[src/rtl/nfts_pkg.sv]
// ============================================================================
// nfts_pkg: shared types and constants of the nearest free tile search
// Field widths, result status codes, register indexes and the command and
// status bundles that join the controller to the datapath.
// ============================================================================
package nfts_pkg;

    localparam int PIX_W     = 11;
    localparam int CFG_W     = 7;
    localparam int COORD_W   = 6;
    localparam int RING_W    = 7;
    localparam int STATUS_W  = 3;
    localparam int CFG_IDX_W = 1;

    // Configuration register indexes.
    localparam logic [CFG_IDX_W-1:0] REG_GRID_WIDTH  = 1'b0;
    localparam logic [CFG_IDX_W-1:0] REG_GRID_HEIGHT = 1'b1;

    // Item command codes.
    localparam logic CMD_FIND   = 1'b0;
    localparam logic CMD_TOGGLE = 1'b1;

    // Result status codes.
    localparam logic [STATUS_W-1:0] ST_START_OPEN = 3'd0;
    localparam logic [STATUS_W-1:0] ST_FOUND      = 3'd1;
    localparam logic [STATUS_W-1:0] ST_NONE       = 3'd2;
    localparam logic [STATUS_W-1:0] ST_OUTSIDE    = 3'd3;
    localparam logic [STATUS_W-1:0] ST_TOGGLED    = 3'd4;
    localparam logic [STATUS_W-1:0] ST_REFUSED    = 3'd5;

    typedef struct packed {
        logic clear;      // clear one map row
        logic capture;    // latch the item
        logic divide;     // pixel to tile conversion
        logic read_tile;  // read the row of the item tile
        logic set_start;  // record the start tile
        logic take_start; // best tile becomes the start tile
        logic toggle_wr;  // write back the row with the tile flipped
        logic ring_init;  // set up ring one around the start tile
        logic step;       // probe one ring cell
        logic take_hit;   // best tile becomes the probed cell
        logic clr_ring;   // report ring zero
    } t_dp_cmd;

    typedef struct packed {
        logic cfg_change; // a grid size write changed the size
        logic clear_done; // last map row is being cleared
        logic is_toggle;  // held item is a toggle
        logic in_grid;    // held item tile lies inside the grid
        logic is_start;   // held item tile equals the start tile
        logic cell_open;  // held item tile is passable
        logic hit;        // probed ring cell is inside and passable
        logic last;       // probed ring cell was the final one
    } t_dp_sts;

endpackage

[src/rtl/nfts_ctrl.sv]
// ============================================================================
// nfts_ctrl: sequencer of the nearest free tile search
// Runs the map clearing pass and steps each transaction through conversion,
// tile check and ring walk, and drives the result strobe and status code.
// ============================================================================
module nfts_ctrl
    import nfts_pkg::*;
(
    input  logic                i_clk,
    input  logic                i_rst_n,
    input  logic                start,
    input  t_dp_sts             i_sts,
    output t_dp_cmd             o_cmd,
    output logic                busy,
    output logic                o_done,
    output logic [STATUS_W-1:0] o_status
);

    typedef enum logic [2:0] {
        S_CLEAR,
        S_IDLE,
        S_DIV,
        S_CHECK,
        S_EVAL,
        S_SEARCH
    } t_state;

    t_state              r_state, n_state;
    logic                r_done, n_done;
    logic [STATUS_W-1:0] r_status, n_status;
    logic                r_busy;

    always_comb begin
        o_cmd    = '0;
        n_state  = r_state;
        n_done   = 1'b0;
        n_status = r_status;
        case (r_state)
            S_CLEAR: begin
                o_cmd.clear = 1'b1;
                if (!i_sts.cfg_change && i_sts.clear_done) begin
                    n_state = S_IDLE;
                end
            end
            S_IDLE: begin
                if (i_sts.cfg_change) begin
                    n_state = S_CLEAR;
                end else if (start) begin
                    o_cmd.capture = 1'b1;
                    n_state       = S_DIV;
                end
            end
            S_DIV: begin
                o_cmd.divide = 1'b1;
                n_state      = S_CHECK;
            end
            S_CHECK: begin
                if (!i_sts.in_grid) begin
                    o_cmd.clr_ring = 1'b1;
                    n_done         = 1'b1;
                    n_status       = ST_OUTSIDE;
                    n_state        = S_IDLE;
                end else begin
                    o_cmd.read_tile = 1'b1;
                    o_cmd.set_start = !i_sts.is_toggle;
                    n_state         = S_EVAL;
                end
            end
            S_EVAL: begin
                if (!i_sts.is_toggle) begin
                    if (i_sts.cell_open) begin
                        o_cmd.take_start = 1'b1;
                        o_cmd.clr_ring   = 1'b1;
                        n_done           = 1'b1;
                        n_status         = ST_START_OPEN;
                        n_state          = S_IDLE;
                    end else begin
                        o_cmd.ring_init = 1'b1;
                        n_state         = S_SEARCH;
                    end
                end else if (i_sts.is_start) begin
                    o_cmd.clr_ring = 1'b1;
                    n_done         = 1'b1;
                    n_status       = ST_REFUSED;
                    n_state        = S_IDLE;
                end else begin
                    o_cmd.toggle_wr = 1'b1;
                    o_cmd.clr_ring  = 1'b1;
                    n_done          = 1'b1;
                    n_status        = ST_TOGGLED;
                    n_state         = S_IDLE;
                end
            end
            S_SEARCH: begin
                o_cmd.step = 1'b1;
                if (i_sts.hit) begin
                    o_cmd.take_hit = 1'b1;
                    n_done         = 1'b1;
                    n_status       = ST_FOUND;
                    n_state        = S_IDLE;
                end else if (i_sts.last) begin
                    o_cmd.clr_ring = 1'b1;
                    n_done         = 1'b1;
                    n_status       = ST_NONE;
                    n_state        = S_IDLE;
                end
            end
            default: begin
                n_state = S_IDLE;
            end
        endcase
    end

    always_ff @(posedge i_clk) begin
        if (!i_rst_n) begin
            r_state  <= S_CLEAR;
            r_done   <= 1'b0;
            r_status <= ST_START_OPEN;
            r_busy   <= 1'b1;
        end else begin
            r_state  <= n_state;
            r_done   <= n_done;
            r_status <= n_status;
            r_busy   <= (n_state != S_IDLE);
        end
    end

    assign busy     = r_busy;
    assign o_done   = r_done;
    assign o_status = r_status;

    a_done_idle: assert property (@(posedge i_clk) disable iff (!i_rst_n)
        r_done |-> !r_busy)
        else $error("result strobe while the block is still busy");

    a_accept_busy: assert property (@(posedge i_clk) disable iff (!i_rst_n)
        (start && !r_busy) |=> r_busy)
        else $error("accepted transaction did not make the block busy");

    a_done_after_work: assert property (@(posedge i_clk) disable iff (!i_rst_n)
        r_done |-> $past(r_busy))
        else $error("result strobe without preceding work");

    a_hit_reports: assert property (@(posedge i_clk) disable iff (!i_rst_n)
        (r_state == S_SEARCH && i_sts.hit) |=> (r_done && r_status == ST_FOUND))
        else $error("ring hit not reported as found");

endmodule

[config.mk]
export PLATFORM = sky130hd
export DESIGN_NAME = nfts_ctrl
export DESIGN_NICKNAME = d
export VERILOG_FILES = /design/src/rtl/nfts_pkg.sv /design/src/rtl/nfts_ctrl.sv
export SDC_FILE = /design/constraint.sdc
export NUM_CORES = 1
export LEC_CHECK = 0
export BUFFER_PORTS_ARGS = -buffer_cell sky130_fd_sc_hd__buf_2
export CAP_MARGIN = 10
export CORE_AREA = 3 3 40 42
export CTS_CLUSTER_DIAMETER = 40
export DETAILED_ROUTE_END_ITERATION = 8
export DIE_AREA = 0 0 43 45
export GPL_ROUTABILITY_DRIVEN = 0
export PLACE_DENSITY = 0.7
export SLEW_MARGIN = 15
export SYNTH_ARGS = -nofsm -noshare
export SYNTH_HDL_FRONTEND = slang
export SYNTH_SLANG_ARGS = --single-unit
export TNS_END_PERCENT = 5
[constraint.sdc]
create_clock -name i_clk -period 1.47 [get_ports i_clk]
set_input_delay 0.294 -clock i_clk [delete_from_list [all_inputs] [get_ports i_clk]]
set_output_delay 0.294 -clock i_clk [all_outputs]
set_load 0.1 [all_outputs]
# Word level (Yosys, flattened, before mapping)
# Index checks and enable logic that the tools add are counted.
op_classes:
  mux: 39
  eq_ne: 9
  n_reduce_logical: 6
op_table:
  columns: ["operator", "count"]
  rows:
  - ["3-bit 2-to-1 mux", 14]
  - ["1-bit 2-to-1 mux", 18]
  - ["3-bit case mux with 6 select lines", 1]
  - ["3-bit case mux with 3 select lines", 1]
  - ["3-bit by 2-bit == test with 1-bit output, second input constant", 2]
  - ["3-bit == test, second input constant", 2]
  - ["2-bit 2-to-1 mux", 3]
  - ["3-bit inequality test, second input constant", 2]
  - ["1-bit case mux with 3 select lines", 2]
  - ["4-bit AND reduction", 1]
  - ["3-bit by 1-bit == test with 1-bit output, second input constant", 1]
  - ["3-bit logical NOT", 1]
  - ["3-bit by 1-bit inequality test with 1-bit output, second input constant", 1]
  - ["3-bit nonzero test", 1]
  - ["1-bit logical NOT", 2]
  - ["2-bit inequality test, second input constant", 1]
  - ["1-bit logical AND", 1]
word_totals:
  output_inout_bits: 16
  input_bits: 11
  ff_bits: 8
  elab_cells: 58

# Depth between registers and ports, before layout
depth:
  depth_word: 5
  ltp_mapped: 5
  depth_no_buf: 4

# Worst setup path before layout
# No wires, ideal clock.
synth_path:
  kind: "reg2out"
  start: "register r_state[1]"
  end: "output port o_cmd[5] in the netlist's numbering"
  path_slack_ns: -2.571
  required_time_ns: 1.176
  path_stages_with_launch: 4
  arrival_time_ns: 3.747
  n_path_buf: 1
  cell_sequence: "dfxtp_1 -> buf_2 -> nand2b_4 -> nor4b_1"
synth_rtl:
  columns: ["item", "line_no", "text"]
  rows:
  - ["start: declaration", "nfts_ctrl.sv:28", "t_state r_state, n_state;"]
  - ["start signal: assignment", "nfts_ctrl.sv:121", "r_state <= n_state;"]
  - ["end: declaration", "nfts_ctrl.sv:13", "output t_dp_cmd o_cmd,"]

==> results.yml <==
power_and_ir_drop:
  irDropWorstVdd_mv: 0.5112
  p_sw_share_pct: 31.72
  sequentialPowerShare_pct: 39.7
  p_clk_share_pct: 32.5
  p_comb_share_pct: 27.8
  p_per_area_mw_per_mm2: 534.9
  p_sw_uw: 177.5
  p_leak_nw: 0.4418
  internal_power_uw: 382.0
clock_network:
  tritoncts: "yes"
  cts.sinks: 8
  cts_buffers: 3
  htreeDepth: 1
  path_clk_slew_ns: 0.06
  root_buffer: "clkbuf_4"
  clk_latency_ns: 0.26
  clock_path_buffers: 2
floorplan:
  fp.coreArea_sq_mm: 0.001285
  die_y_um: 45
  die_area_sq_mm: 0.001935
  initial_utilization_pct: 39.82
  die_w_um: 43
  io_pins: 27
  std_cell_rows: 13
drt:
  dr_total_vias: 588
  route.detailed.drc: 0
  antenna_left: 0
  drtIter0Drc: 6
  routed_wl_um: 1625
  viasPerCell: 5.204
  avgRoutedWirePerCell_um: 14.38
  first_pass_iters: 4
sta:
  fin_skew_ns: 0.01708
  maxSlewViolCount: 0
  hold_viol_final: 0
  fin_ws_ns: -0.1818
  setup_viol: 10
  fmax_ghz: 0.6054
  rsz0062_at_grt: "yes"
  finalCriticalPeriod_ns: 1.652
  tightest_slew_ns: 0.4853
  period_share_pct: 112.4
  relSlewSlack_pct: 67.87
cells_and_area:
  drive_above_1_share_pct: 65.31
  fillerInstances: 76
  final_nets: 110
  diodes: 0
  instances_no_fill: 113
  finalInstanceArea_sq_mm: 0.001046
  area_growth_pct: 104.4
  fin_util_pct: 81.40
global_routing:
  overflow: 0
  grt_pass1_vias: 581
  grt_pass1_wl_um: 2704
  track_usage_pct: 18.71
  grt_max_degree: 7
  antenna_found_initial: 0
synthesis:
  yosys_warnings: 0
  synth_top_family_by_area: "simple AND/OR/NAND/NOR gates"
  synth-seq-cells: 8
  postSynthAreaPerCell_sq_um: 8.674
  synth_area_sq_um: 511.7
  yosysTopAreaCell: "dfxtp_1"
  synthMuxAreaShare_pct: 0
  synth_compound_area_share_pct: 16.14
  yosys.cell_types.count: 30
  synth_top_area_share_pct: 31.30
  synth_area_leaders: "dfxtp_1 (31%), nor2_1 (6.6%), nor4_2 (4.9%), nor4b_4 (4.6%), o311a_1 (3.9%)"
  synth-seq-area-share_pct: 31.30
  synthSimpleGateAreaFrac_pct: 46.21
  syn-num-nets: 70
  synth_fa_ha_area_share_pct: 0
  synthCells: 59
  synthXorXnorAreaFrac_pct: 0
placement:
  hpwl_um: 1071
  post-place-ws_ns: 0.03777
  dp_cells: 104
  placed_cell_area_sq_um: 928.4
  portBuffers: 26
run:
  cap_violations: 0
outcome:
  violations: "negative setup slack"
  outcome: "complete, but fails checks"
worst_hold_path:
  hold_class: "input pin to register"
  whs_path_depth: 2
worst_setup_path:
  cp.arrival_ns: 1.36
  cp-end-kind: "primary output"
  crit_required_ns: 1.18
  r2r_slack_ns: 0.11
  cp-endpoint: "o_cmd[5]"
  r2r_cells: 6
  r2r-end: "o_status[0]"
  startpoint: "r_state[0]"
  cp-start-kind: "register"
  cp_max_fo: 6
  crit_type: "register to primary output"
  rr_startpoint: "r_state[0]"
-- worst min path at each step --
stage | startpoint | end | slack (ns)
floorplan | i_rst_n | o_status[1] | 0.43
global placement | o_status[2] | o_status[2] | 0.45
detailed placement | o_status[2] | o_status[2] | 0.45
CTS | i_rst_n | o_status[1] | 0.31
global route | i_rst_n | o_status[1] | 0.32
finish | i_rst_n | o_status[1] | 0.31
-- cells by family (layout without fill, tap and decap cells) --
logic type / Yosys count / count (layout)
compound gates: 11 / 11
buf+inv: 7 / 46
flops: 8 / 8
simple gates: 33 / 33
-- worst max-delay path, cell delays in order, from the launching register on --
cell and delay, ns:
dfxtp_4 0.37, buf_6 0.13, buf_6 0.12, nor4b_4 0.25, buf_12 0.21
-- Yosys cell counts --
master / number
nor3b_1: 1
nand3_1: 2
a21oi_1: 2
nor4b_1: 1
and3_1: 1
nor3_1: 3
o31ai_1: 2
nor4b_4: 1
buf_4: 1
a21o_1: 1
nor3_2: 1
buf_2: 2
or2b_1: 1
o21ai_0: 2
nand2b_4: 1
nand4b_1: 1
o311a_1: 2
nor2b_1: 2
nor3_4: 1
inv_1: 3
nor4_2: 2
a22oi_1: 1
a211oi_2: 1
nand2b_1: 1
nand3b_1: 1
nor2_1: 9
nor3b_2: 1
nand2_1: 3
inv_2: 1
dfxtp_1: 8
-- state kept, by name, summed over array words and instances, names as in the netlist --
signal,count
o_done,1
busy,1
o_status,3
r_state,3
-- cell usage in the layout (no fill, tap or decap) --
| cell | Yosys | routed |
|---|---|---|
| nor4_4 | 0 | 2 |
| clkbuf_1 | 0 | 1 |
| buf_6 | 0 | 2 |
| inv_2 | 1 | 1 |
| buf_12 | 0 | 11 |
| nand3b_1 | 1 | 1 |
| nand2_1 | 3 | 1 |
| nor3b_4 | 0 | 1 |
| nand2b_4 | 1 | 1 |
| buf_2 | 2 | 15 |
| buf_4 | 1 | 10 |
| nor2_1 | 9 | 6 |
| dfxtp_1 | 8 | 5 |
| a21oi_1 | 2 | 2 |
| nand3_1 | 2 | 2 |
| and3_4 | 0 | 1 |
| a21o_1 | 1 | 1 |
| clkbuf_4 | 0 | 3 |
| inv_1 | 3 | 3 |
| nand2b_1 | 1 | 1 |
| a211oi_2 | 1 | 1 |
| nor3_1 | 3 | 2 |
| a22oi_1 | 1 | 1 |
| o21ai_0 | 2 | 2 |
| nand2_4 | 0 | 1 |
| nor3_4 | 1 | 2 |
| nor3b_2 | 1 | 1 |
| nor2_4 | 0 | 2 |
| nor4b_4 | 1 | 2 |
| o31ai_1 | 2 | 2 |
| nor2b_4 | 0 | 2 |
| nand2_2 | 0 | 1 |
| o311a_1 | 2 | 2 |
| or2b_1 | 1 | 1 |
| dfxtp_4 | 0 | 3 |
| nor3_2 | 1 | 1 |
| nand4b_1 | 1 | 1 |
| nor2_2 | 0 | 1 |
-- per-stage QoR --
step	hold WS (ns)	setup TNS, ns	power (mW)
finish	0.3118	-1.212	0.5595
global route	0.3208	-1.773	0.5859
CTS	0.3115	-1.233	0.5600
detailed placement	0.4473	0	0.3626
global placement	0.4454	0	0.3613
floorplan	0.4252	-5.086	0.3107
-- layout make-up --
type	instances	area, sq um	share of cell area [%]
Clock buffer	4	26.28	2.512
Tap cell	15	18.77	1.794
Multi-Input combinational cell	44	421.7	40.31
Timing Repair Buffer	38	392.9	37.56
Sequential cell	8	171.4	16.39
Inverter	4	15.01	1.435
-- what timing repair did --
action | CTS | global route
pin swaps | 6 | 1
hold buffers | 0 | 0
endpoints found under the setup margin | 11 | 11
buffers inserted | 5 | 0
gates resized for setup | 13 | 4
-- power by group through the flow --
stage	logic [mW]	clock network, mW	registers, mW
floorplan	0.0681	0	0.243
global placement	0.127	0	0.234
detailed placement	0.129	0	0.234
CTS	0.151	0.185	0.224
global route	0.164	0.199	0.223
finish	0.155	0.182	0.222
-- layer usage --
layer	vias to the layer above	track usage, %	wire length, um
li1	295	-	-
met1	264	22.63	649
met2	27	33.23	848
met3	2	4.382	115
met4	0	5.422	12
met5	-	0	0
Power figures use the tool's default switching activity.
